--- src/rtl/urm_pkg.sv ---
// Shared types and constants for the ultrasonic ranger with median filter.
package urm_pkg;

	localparam int CFG_IDX_W  = 3;
	localparam int CFG_DATA_W = 17;
	localparam int WIDTH_W    = 16;
	localparam int DIST_W     = 17;
	localparam int TICK_W     = 17;

	// distance in 1/64 cm = (width * DIST_MUL) >> DIST_SHIFT
	localparam logic [16:0] DIST_MUL   = 17'd71930;
	localparam int          DIST_SHIFT = 16;

	localparam logic [TICK_W-1:0] TRIG_LOW_TICKS = 17'd2;

	localparam logic [CFG_IDX_W-1:0] REG_TIMEOUT   = 3'd0;
	localparam logic [CFG_IDX_W-1:0] REG_TRIG_HIGH = 3'd1;
	localparam logic [CFG_IDX_W-1:0] REG_GAP       = 3'd2;
	localparam logic [CFG_IDX_W-1:0] REG_MIN_WIDTH = 3'd3;
	localparam logic [CFG_IDX_W-1:0] REG_MAX_WIDTH = 3'd4;
	localparam logic [CFG_IDX_W-1:0] REG_SAMPLES   = 3'd5;
	localparam logic [CFG_IDX_W-1:0] REG_ATTEMPTS  = 3'd6;

	typedef struct packed {
		logic [15:0] timeout_us;
		logic [7:0]  trig_high_us;
		logic [16:0] gap_us;
		logic [15:0] min_width_us;
		logic [15:0] max_width_us;
		logic [1:0]  samples_wanted;
		logic [3:0]  max_attempts;
	} cfg_t;

	typedef struct packed {
		logic               trigger_level;
		logic               busy_res;
		logic               done_res;
		logic               success;
		logic [WIDTH_W-1:0] echo_width_us;
	} res_t;

	typedef enum logic [5:0] {
		PH_IDLE  = 6'b000001,
		PH_TLOW  = 6'b000010,
		PH_THIGH = 6'b000100,
		PH_RISE  = 6'b001000,
		PH_FALL  = 6'b010000,
		PH_GAP   = 6'b100000
	} phase_t;

endpackage

--- src/rtl/urm_if.sv ---
// Handshake channels of the ranger: tick input, result output, register writes.
interface urm_in_if;
	logic valid;
	logic ready;
	logic req_type;
	logic echo_level;

	modport source (output valid, output req_type, output echo_level, input ready);
	modport sink   (input valid, input req_type, input echo_level, output ready);
endinterface

interface urm_out_if;
	logic        valid;
	logic        ready;
	logic        trigger_level;
	logic        busy_res;
	logic        done_res;
	logic        success;
	logic [15:0] echo_width_us;
	logic [16:0] distance_cm64;

	modport source (output valid, output trigger_level, output busy_res, output done_res,
		output success, output echo_width_us, output distance_cm64, input ready);
	modport sink   (input valid, input trigger_level, input busy_res, input done_res,
		input success, input echo_width_us, input distance_cm64, output ready);
endinterface

interface urm_cfg_if
	import urm_pkg::*;
	();
	logic                  valid;
	logic                  ready;
	logic [CFG_IDX_W-1:0]  index;
	logic [CFG_DATA_W-1:0] data;

	modport source (output valid, output index, output data, input ready);
	modport sink   (input valid, input index, input data, output ready);
endinterface

--- src/rtl/ultrasonic_ranger_median.sv ---
// Top level of the ultrasonic ranger with median-of-samples filter.
//
//  channel  dir  handshake      payload
//  sample   in   valid/ready    req_type, echo_level (one item per microsecond tick)
//  result   out  valid/ready    trigger_level, busy_res, done_res, success,
//                               echo_width_us, distance_cm64 (one item per tick)
//  cfg      in   valid/ready    index, data (ready always high)
//
// One tick item is accepted per cycle while sample.ready is high; the sequencer
// state advances in that cycle. Each result passes the result register, then the
// distance multiply register; the two stages keep full rate while result.ready is high.
// Reset returns the sequencer to idle and the registers to their defaults.
// A stalled result holds both stages; sample.ready drops only when both are full.
module ultrasonic_ranger_median
	import urm_pkg::*;
#(
	parameter int MAX_SAMPLES = 3
) (
	input  logic       clk,
	input  logic       arst_n,
	urm_in_if.sink     sample,
	urm_out_if.source  result,
	urm_cfg_if.sink    cfg
);

	cfg_t regs;
	res_t res;
	logic step, pipe_ready;

	assign sample.ready = pipe_ready;
	assign step         = sample.valid && pipe_ready;

	urm_cfg_regs u_cfg (
		.clk    (clk),
		.arst_n (arst_n),
		.cfg    (cfg),
		.regs   (regs)
	);

	urm_seq #(
		.MAX_SAMPLES (MAX_SAMPLES)
	) u_seq (
		.clk        (clk),
		.arst_n     (arst_n),
		.step       (step),
		.req_type   (sample.req_type),
		.echo_level (sample.echo_level),
		.regs       (regs),
		.res        (res)
	);

	urm_out_pipe u_pipe (
		.clk    (clk),
		.arst_n (arst_n),
		.load   (step),
		.res_in (res),
		.ready  (pipe_ready),
		.result (result)
	);

endmodule

--- src/rtl/urm_cfg_regs.sv ---
// Configuration register file of the ranger.
module urm_cfg_regs
	import urm_pkg::*;
(
	input  logic      clk,
	input  logic      arst_n,
	urm_cfg_if.sink   cfg,
	output cfg_t      regs
);

	cfg_t regs_q;

	assign cfg.ready = 1'b1;
	assign regs      = regs_q;

	always_ff @(posedge clk or negedge arst_n) begin
		if (!arst_n) begin
			regs_q.timeout_us     <= 16'd30000;
			regs_q.trig_high_us   <= 8'd12;
			regs_q.gap_us         <= 17'd60000;
			regs_q.min_width_us   <= 16'd117;
			regs_q.max_width_us   <= 16'd23323;
			regs_q.samples_wanted <= 2'd3;
			regs_q.max_attempts   <= 4'd5;
		end else if (cfg.valid && cfg.ready) begin
			case (cfg.index)
				REG_TIMEOUT:   regs_q.timeout_us     <= cfg.data[15:0];
				REG_TRIG_HIGH: regs_q.trig_high_us   <= cfg.data[7:0];
				REG_GAP:       regs_q.gap_us         <= cfg.data[16:0];
				REG_MIN_WIDTH: regs_q.min_width_us   <= cfg.data[15:0];
				REG_MAX_WIDTH: regs_q.max_width_us   <= cfg.data[15:0];
				REG_SAMPLES:   regs_q.samples_wanted <= cfg.data[1:0];
				REG_ATTEMPTS:  regs_q.max_attempts   <= cfg.data[3:0];
				default: ;
			endcase
		end
	end

endmodule

--- src/rtl/urm_seq.sv ---
// Measurement sequencer: trigger timing, echo capture, sorted sample store, median pick.
module urm_seq
	import urm_pkg::*;
#(
	parameter int MAX_SAMPLES = 3
) (
	input  logic clk,
	input  logic arst_n,
	input  logic step,
	input  logic req_type,
	input  logic echo_level,
	input  cfg_t regs,
	output res_t res
);

	localparam int VC_W  = $clog2(MAX_SAMPLES + 1);
	localparam int IDX_W = (MAX_SAMPLES > 1) ? $clog2(MAX_SAMPLES) : 1;

	phase_t              phase_q, phase_d;
	logic [TICK_W-1:0]   tick_q, tick_d, tick_inc;
	logic [VC_W-1:0]     vc_q, vc_d, target;
	logic [3:0]          att_q, att_d, att_inc, att_use;
	logic [WIDTH_W-1:0]  store_q [MAX_SAMPLES];
	logic [WIDTH_W-1:0]  store_ins [MAX_SAMPLES];
	logic [WIDTH_W-1:0]  store_nx [MAX_SAMPLES];
	logic [WIDTH_W-1:0]  new_w;
	logic [IDX_W-1:0]    med_idx;
	logic                ins, end_att, next_att, fin, trig, busy;

	assign tick_inc = tick_q + 1'b1;
	assign att_inc  = att_q + 1'b1;
	assign new_w    = tick_inc[WIDTH_W-1:0];
	assign target   = (32'(regs.samples_wanted) > MAX_SAMPLES) ? VC_W'(MAX_SAMPLES)
		: VC_W'(regs.samples_wanted);

	// insert the new width so the store stays sorted ascending
	always_comb begin
		for (int i = 0; i < MAX_SAMPLES; i++) begin
			if (i > 0 && VC_W'(i - 1) < vc_q && store_q[(i > 0) ? i - 1 : 0] > new_w) begin
				store_ins[i] = store_q[(i > 0) ? i - 1 : 0];
			end else if (VC_W'(i) < vc_q && store_q[i] <= new_w) begin
				store_ins[i] = store_q[i];
			end else begin
				store_ins[i] = new_w;
			end
			store_nx[i] = ins ? store_ins[i] : store_q[i];
		end
	end

	always_comb begin
		phase_d  = phase_q;
		tick_d   = tick_q;
		vc_d     = vc_q;
		att_d    = att_q;
		ins      = 1'b0;
		end_att  = 1'b0;
		next_att = 1'b0;
		fin      = 1'b0;
		trig     = 1'b0;
		busy     = 1'b1;
		case (phase_q)
			PH_IDLE: begin
				if (!req_type) begin
					busy = 1'b0;
				end else begin
					vc_d  = '0;
					att_d = '0;
					if (regs.max_attempts == 4'd0 || target == '0) begin
						fin = 1'b1;
					end else begin
						phase_d = PH_TLOW;
						tick_d  = TICK_W'(1);
					end
				end
			end
			PH_TLOW: begin
				tick_d = tick_inc;
				if (tick_inc >= TRIG_LOW_TICKS) begin
					phase_d = PH_THIGH;
					tick_d  = '0;
				end
			end
			PH_THIGH: begin
				trig   = 1'b1;
				tick_d = tick_inc;
				if (tick_inc >= {9'd0, regs.trig_high_us}) begin
					phase_d = PH_RISE;
					tick_d  = '0;
				end
			end
			PH_RISE: begin
				if (echo_level) begin
					phase_d = PH_FALL;
					tick_d  = '0;
				end else if (tick_q >= {1'b0, regs.timeout_us}) begin
					end_att = 1'b1;
				end else begin
					tick_d = tick_inc;
				end
			end
			PH_FALL: begin
				tick_d = tick_inc;
				if (!echo_level) begin
					if (tick_inc >= {1'b0, regs.min_width_us}
							&& tick_inc <= {1'b0, regs.max_width_us}
							&& vc_q < VC_W'(MAX_SAMPLES)) begin
						ins  = 1'b1;
						vc_d = vc_q + 1'b1;
					end
					end_att = 1'b1;
				end else if (tick_inc >= {1'b0, regs.timeout_us}) begin
					end_att = 1'b1;
				end
			end
			PH_GAP: begin
				tick_d = tick_inc;
				if (tick_inc >= regs.gap_us) begin
					next_att = 1'b1;
				end
			end
			default: begin
				phase_d = PH_IDLE;
				tick_d  = '0;
				busy    = 1'b0;
			end
		endcase

		att_use = att_q;
		if (end_att) begin
			att_d   = att_inc;
			att_use = att_inc;
			tick_d  = '0;
			if (att_inc < regs.max_attempts && regs.gap_us != '0) begin
				phase_d = PH_GAP;
			end else begin
				next_att = 1'b1;
			end
		end
		if (next_att) begin
			tick_d = '0;
			if (att_use >= regs.max_attempts || vc_d >= target) begin
				fin = 1'b1;
			end else begin
				phase_d = PH_TLOW;
			end
		end
		if (fin) begin
			phase_d = PH_IDLE;
			tick_d  = '0;
			busy    = 1'b0;
		end
	end

	assign med_idx = IDX_W'(vc_d >> 1);

	always_comb begin
		res.trigger_level = trig;
		res.busy_res      = busy;
		res.done_res      = fin;
		res.success       = fin && (vc_d != '0);
		res.echo_width_us = (fin && (vc_d != '0)) ? store_nx[med_idx] : '0;
	end

	always_ff @(posedge clk or negedge arst_n) begin
		if (!arst_n) begin
			phase_q <= PH_IDLE;
			tick_q  <= '0;
			vc_q    <= '0;
			att_q   <= '0;
		end else if (step) begin
			phase_q <= phase_d;
			tick_q  <= tick_d;
			vc_q    <= vc_d;
			att_q   <= att_d;
		end
	end

	always_ff @(posedge clk) begin
		if (step && ins) begin
			for (int i = 0; i < MAX_SAMPLES; i++) begin
				store_q[i] <= store_ins[i];
			end
		end
	end

endmodule

--- src/rtl/urm_out_pipe.sv ---
// Two-stage result pipeline: result register, then distance multiply register.
module urm_out_pipe
	import urm_pkg::*;
(
	input  logic       clk,
	input  logic       arst_n,
	input  logic       load,
	input  res_t       res_in,
	output logic       ready,
	urm_out_if.source  result
);

	logic                  valid_s1, valid_s2, take_s1;
	res_t                  res_s1, res_s2;
	logic [DIST_W-1:0]     dist_s2;
	logic [WIDTH_W+16:0]   prod;

	assign take_s1 = !valid_s2 || result.ready;
	assign ready   = !valid_s1 || take_s1;
	assign prod    = {17'd0, res_s1.echo_width_us} * {{WIDTH_W{1'b0}}, DIST_MUL};

	always_ff @(posedge clk or negedge arst_n) begin
		if (!arst_n) begin
			valid_s1 <= 1'b0;
			valid_s2 <= 1'b0;
		end else begin
			if (ready) begin
				valid_s1 <= load;
			end
			if (take_s1) begin
				valid_s2 <= valid_s1;
			end
		end
	end

	always_ff @(posedge clk) begin
		if (ready && load) begin
			res_s1 <= res_in;
		end
		if (take_s1 && valid_s1) begin
			res_s2  <= res_s1;
			dist_s2 <= prod[DIST_SHIFT +: DIST_W];
		end
	end

	assign result.valid         = valid_s2;
	assign result.trigger_level = res_s2.trigger_level;
	assign result.busy_res      = res_s2.busy_res;
	assign result.done_res      = res_s2.done_res;
	assign result.success       = res_s2.success;
	assign result.echo_width_us = res_s2.echo_width_us;
	assign result.distance_cm64 = dist_s2;

endmodule

--- src/flat_wrapper.sv ---
// flat-port wrapper written by rule: the top's interface ports become plain ports
module ultrasonic_ranger_median_flat import urm_pkg::*;
#(
	parameter int MAX_SAMPLES = 3
)
  (clk, arst_n, sample_valid, sample_req_type, sample_echo_level, sample_ready, result_valid, result_trigger_level, result_busy_res, result_done_res, result_success, result_echo_width_us, result_distance_cm64, result_ready, cfg_valid, cfg_index, cfg_data, cfg_ready);
  urm_in_if sample_i ();
  urm_out_if result_i ();
  urm_cfg_if cfg_i ();
  input  logic clk;
  input  logic arst_n;
  input wire logic [$bits(sample_i.valid)-1:0] sample_valid;
  input wire logic [$bits(sample_i.req_type)-1:0] sample_req_type;
  input wire logic [$bits(sample_i.echo_level)-1:0] sample_echo_level;
  output wire logic [$bits(sample_i.ready)-1:0] sample_ready;
  output wire logic [$bits(result_i.valid)-1:0] result_valid;
  output wire logic [$bits(result_i.trigger_level)-1:0] result_trigger_level;
  output wire logic [$bits(result_i.busy_res)-1:0] result_busy_res;
  output wire logic [$bits(result_i.done_res)-1:0] result_done_res;
  output wire logic [$bits(result_i.success)-1:0] result_success;
  output wire logic [$bits(result_i.echo_width_us)-1:0] result_echo_width_us;
  output wire logic [$bits(result_i.distance_cm64)-1:0] result_distance_cm64;
  input wire logic [$bits(result_i.ready)-1:0] result_ready;
  input wire logic [$bits(cfg_i.valid)-1:0] cfg_valid;
  input wire logic [$bits(cfg_i.index)-1:0] cfg_index;
  input wire logic [$bits(cfg_i.data)-1:0] cfg_data;
  output wire logic [$bits(cfg_i.ready)-1:0] cfg_ready;
  assign sample_i.valid = sample_valid;
  assign sample_i.req_type = sample_req_type;
  assign sample_i.echo_level = sample_echo_level;
  assign sample_ready = sample_i.ready;
  assign result_valid = result_i.valid;
  assign result_trigger_level = result_i.trigger_level;
  assign result_busy_res = result_i.busy_res;
  assign result_done_res = result_i.done_res;
  assign result_success = result_i.success;
  assign result_echo_width_us = result_i.echo_width_us;
  assign result_distance_cm64 = result_i.distance_cm64;
  assign result_i.ready = result_ready;
  assign cfg_i.valid = cfg_valid;
  assign cfg_i.index = cfg_index;
  assign cfg_i.data = cfg_data;
  assign cfg_ready = cfg_i.ready;
  ultrasonic_ranger_median #(.MAX_SAMPLES(MAX_SAMPLES)) u_core (.clk(clk), .arst_n(arst_n), .sample(sample_i), .result(result_i), .cfg(cfg_i));
endmodule
--- config.mk ---
export PLATFORM = sky130hd
export DESIGN_NAME = ultrasonic_ranger_median_flat
export DESIGN_NICKNAME = d
export VERILOG_FILES = /design/src/rtl/urm_pkg.sv /design/src/rtl/urm_if.sv /design/src/rtl/ultrasonic_ranger_median.sv /design/src/rtl/urm_cfg_regs.sv /design/src/rtl/urm_seq.sv /design/src/rtl/urm_out_pipe.sv /design/src/flat_wrapper.sv
export SDC_FILE = /design/constraint.sdc
export NUM_CORES = 1
export LEC_CHECK = 0
export ABC_AREA = 1
export BUFFER_PORTS_ARGS = -buffer_cell sky130_fd_sc_hd__buf_2
export CAP_MARGIN = 10
export CORE_ASPECT_RATIO = 0.6
export CORE_MARGIN = 2
export CORE_UTILIZATION = 64
export CTS_CLUSTER_DIAMETER = 150
export CTS_CLUSTER_SIZE = 14
export DETAILED_ROUTE_END_ITERATION = 7
export PLACE_DENSITY = 0.82
export SETUP_SLACK_MARGIN = 0.15
export SLEW_MARGIN = 10
export SYNTH_ARGS = -nofsm -noshare
export SYNTH_HDL_FRONTEND = slang
export SYNTH_HIERARCHICAL = 1
export SYNTH_SLANG_ARGS = --single-unit
export TNS_END_PERCENT = 10
--- constraint.sdc ---
create_clock -name clk -period 6.2 [get_ports clk]
set_input_delay 1.24 -clock clk [delete_from_list [all_inputs] [get_ports clk]]
set_output_delay 1.24 -clock clk [all_outputs]
set_load 0.1 [all_outputs]
==> flow_metrics.env <==
export IMPL_fp_row_count=48
export IMPL_n_antenna_cell=0
export IMPL_grt_pass1_vias=15800
export IMPL_place_detailed_hpwl_mm=44.3
export IMPL_crit_slowest_cell="edfxtp_1"
export IMPL_drt_iter0_drc=2793
export IMPL_numCtsBuffers=17
export IMPL_grt_pass1_wl_mm=87.4
export IMPL_io_buffers=65
export IMPL_wire_per_inst_um=19.5
export IMPL_ys_ff_latch=199
export IMPL_arrival_ns=5.81
export IMPL_die_w_um=224
export IMPL_min_path_type="flip-flop to flip-flop"
export IMPL_grt_util_met2=0.468
export IMPL_drc_errors=0
export IMPL_maxSlewViolCount=0
export IMPL_cp_slowest_stage_delay_ns=0.64
export IMPL_hp_start="u_core/u_pipe/res_s1[19]"
export IMPL_setup_violations=0
export IMPL_clk_latency_ns=0.47
export IMPL_worstSetupPathType="flip-flop to flip-flop"
export IMPL_yosysWarnings=6
export IMPL_ys_flop_type="edfxtp_1"
export IMPL_clk_pin_slew_ns=0.07
export IMPL_max_freq_mhz=178
export IMPL_maxCapViolCount=0
export IMPL_vias_per_cell=5.92
export IMPL_critPathLaunch="u_core/u_pipe/res_s1[11]"
export IMPL_r2r_slack_ns=0.59
export IMPL_whs_endpoint="u_core/u_pipe/result.trigger_level"
export IMPL_yosysTopAreaCellShare=0.173
export IMPL_design_area_mm2=0.0200
export IMPL_grt_start_max_net_pins=67
export IMPL_synthTopCellsByArea="ha_1, nand2_1, edfxtp_1"
export IMPL_drt_first_pass_iters=7
export IMPL_start_util=0.649
export IMPL_synthesis_area_mm2=0.0186
export IMPL_via_count=17100
export IMPL_drt_antenna_violating_nets=0
export IMPL_hold_viol=0
export IMPL_yosysUniqueCellTypes=53
export IMPL_dieHeight_um=136
export IMPL_wl_mm=56.4
export IMPL_nets=2871
export IMPL_grt_antenna_before_repair=0
export IMPL_seq_area_frac_synth=0.294
export IMPL_cts_tree="done"
export IMPL_rsz0062_at_grt="no"
export IMPL_critPathLaunchType="flip-flop"
export IMPL_clkSinkCount=199
export IMPL_post_route_period_util=0.905
export IMPL_syn_inst=2439
export IMPL_fin_crit_ns=5.61
export IMPL_syn_to_final_growth_pct=7.49
export IMPL_clockBufferDepth=2
export IMPL_async_flop_share=0.553
export IMPL_r2r_end="u_core/u_pipe/result.distance_cm64[9]"
export IMPL_track_usage=0.378
export IMPL_reg2regPathDepth=19
export IMPL_post_dp_cell_area_mm2=0.0193
export IMPL_grt_use_met1=0.592
export IMPL_finalSetupTns_ns=0
export IMPL_num_io_pins=67
export IMPL_synth_edff_count=89
export IMPL_r2r_start="u_core/u_pipe/res_s1[11]"
export IMPL_routabilityCongestion=1.03
export IMPL_syn_avg_cell_area_um2=7.64
export IMPL_min_path_cells=0
export IMPL_cp_end_kind="flip-flop"
export IMPL_slew_headroom=0.181
export IMPL_fillers=2342
export IMPL_required_ns=6.40
export IMPL_grt_busiest_layer="met1"
export IMPL_globalRoute_totalOverflow=0
export IMPL_layout_drive_gt1_share=0.0899
export IMPL_synth_area_leader_cell="ha_1"
export IMPL_crit_path_cell_trace="inv_1 > fa_1 > fa_1 > inv_1 > ha_1 > fa_1 > fa_1 > inv_1 > fa_1 > inv_1 > ha_1 > a21oi_1 > inv_1 > nand2_1 > nand2_1 > a21oi_1 > nand3_1 > nand2_1 > nand2_1"
export IMPL_cts_root_buf="clkbuf_16"
export IMPL_syn_nets=2809
export IMPL_cp_max_fo=6
export IMPL_tightestPinTransition_ns=1.22
export IMPL_skew_ns=0.0126
export IMPL_status="finished, final reports clean"
export IMPL_use_met3=0.167
export IMPL_coreArea_mm2=0.0287
export IMPL_dieArea_mm2=0.0305
export IMPL_ctsHtreeMaxLevel=4
## worst max-delay path by stage
stage	endpoint	slack, ns	depth (start not counted)
finish	u_core/u_pipe/result.distance_cm64[9]	0.59	19
global route	u_core/u_pipe/res_s1[9]	0.13	33
CTS	u_core/u_pipe/res_s1[3]	0.48	33
detailed placement	u_core/u_pipe/res_s1[3]	0.51	33
global placement	u_core/u_pipe/result.distance_cm64[9]	0.69	19
floorplan	u_core/u_pipe/result.distance_cm64[13]	1.32	21
## cells in the final DEF (no fill, tap or decap), types with 7 or more instances in the layout
| cell | count |
|---|---|
| a21oi_1 | 87 |
| buf_4 | 29 |
| nor2_2 | 11 |
| fa_1 | 86 |
| buf_2 | 64 |
| nor3_1 | 21 |
| ha_1 | 257 |
| o21bai_1 | 7 |
| nor2_1 | 127 |
| xor2_1 | 7 |
| inv_2 | 13 |
| dfrtp_1 | 74 |
| edfxtp_1 | 89 |
| nand3_1 | 202 |
| nand2_1 | 727 |
| nor2_4 | 7 |
| dfstp_2 | 35 |
| o21ai_1 | 12 |
| o21ai_0 | 91 |
| nand4_1 | 27 |
| inv_1 | 436 |
| nor4_1 | 7 |
| clkbuf_16 | 20 |
| nand2_2 | 8 |
## synthesized netlist by cell type, types with 2 or more instances
library cell  instances
a21boi_0              2
nand2_1             728
buf_1                 2
fa_1                 86
nor3_1               24
o21ai_0              91
and2_1                2
nor2_4                7
buf_4                 9
nand3_1             202
o21bai_1              7
o211ai_1              2
ha_1                257
dfrtp_1              75
nand2_2               7
xor2_1                7
edfxtp_1             89
dfstp_2              35
nor2_1              129
a31oi_1               2
clkbuf_1             19
inv_1               441
buf_2                17
nand4_1              27
nor2_2                9
buf_6                 4
a211oi_1              2
a21oi_1              88
nand3_2               3
o21a_1                3
nand3b_1              2
nand2_4               4
inv_2                11
nor3b_1               3
o22ai_1               2
nor4_2                2
o21ai_1              13
a21o_1                4
nor4_1                8
## state kept, by name, summed over array words and instances (netlist names)
| register | count |
|---|---|
| u_core/u_pipe/result.echo_width_us | 16 |
| u_core/u_seq/phase_q | 6 |
| u_core/u_pipe/result.done_res | 1 |
| u_core/u_seq/att_q | 4 |
| u_core/u_seq/vc_q | 2 |
| u_core/u_pipe/result.success | 1 |
| u_core/u_seq/tick_q | 17 |
| u_core/u_seq/store_q | 32 |
| u_core/u_pipe/result.busy_res | 1 |
| u_core/u_cfg/regs | 79 |
| u_core/u_pipe/valid_s1 | 1 |
| u_core/u_pipe/result.valid | 1 |
| u_core/u_pipe/res_s1 | 20 |
| u_core/u_pipe/result.distance_cm64 | 17 |
| u_core/u_pipe/result.trigger_level | 1 |
## cell families after synthesis
family          after synthesis  synth area share
other cells                   1          0.000201
xor+xnor                      7           0.00329
compound gates              222            0.0642
fa+ha+maj                   343             0.265
flops                       199             0.294
buf+inv                     504             0.106
simple gates               1163             0.267
## metal layers
metal,vias to the layer above,part of all wire
met2,1199,0.36
li1,7889,-
met4,0,0.010
met1,7946,0.46
met5,-,0
met3,62,0.18
## per-stage QoR
step | cells | util | hold WS (ns) | setup WS (ns)
2_1_floorplan | 2439 | - | 0.400 | 1.32
3_3_place_gp | 2850 | 0.673 | 0.432 | 0.690
3_5_place_dp | 2850 | 0.673 | 0.418 | 0.514
4_1_cts | 2882 | 0.694 | 0.442 | 0.480
5_1_grt | 2889 | 0.697 | 0.454 | 0.133
6_report | 2889 | 0.697 | 0.447 | 0.591
## what timing repair did
action                                  CTS  global route
gates resized for setup                   0            12
hold buffers                              0             0
buffers inserted                          0             6
endpoints found under the setup margin    0            19
## area by class of cell
class,instances,area (µm²),share of cell area
Clock inverter,7,50.0,0.00250
Sequential cell,199,5470,0.273
Timing Repair Buffer,93,538,0.0269
Clock buffer,25,549,0.0274
Inverter,453,1710,0.0856
Multi-Input combinational cell,1737,11200,0.561
Tap cell,375,469,0.0234
## worst max-delay path: cells and delay by family, from the launching register on
family                   cells  cell delay (ns)
AO/OA/AOI/OAI                2             0.47
adder cells (fa/ha/maj)      7             3.40
flip-flops                   1             0.64
AND/OR/NAND/NOR              5             0.36
buffers and inverters        5             0.44
Power is not shown: default switching activity piles up to over one toggle a cycle in this logic, so the estimate is an artifact.
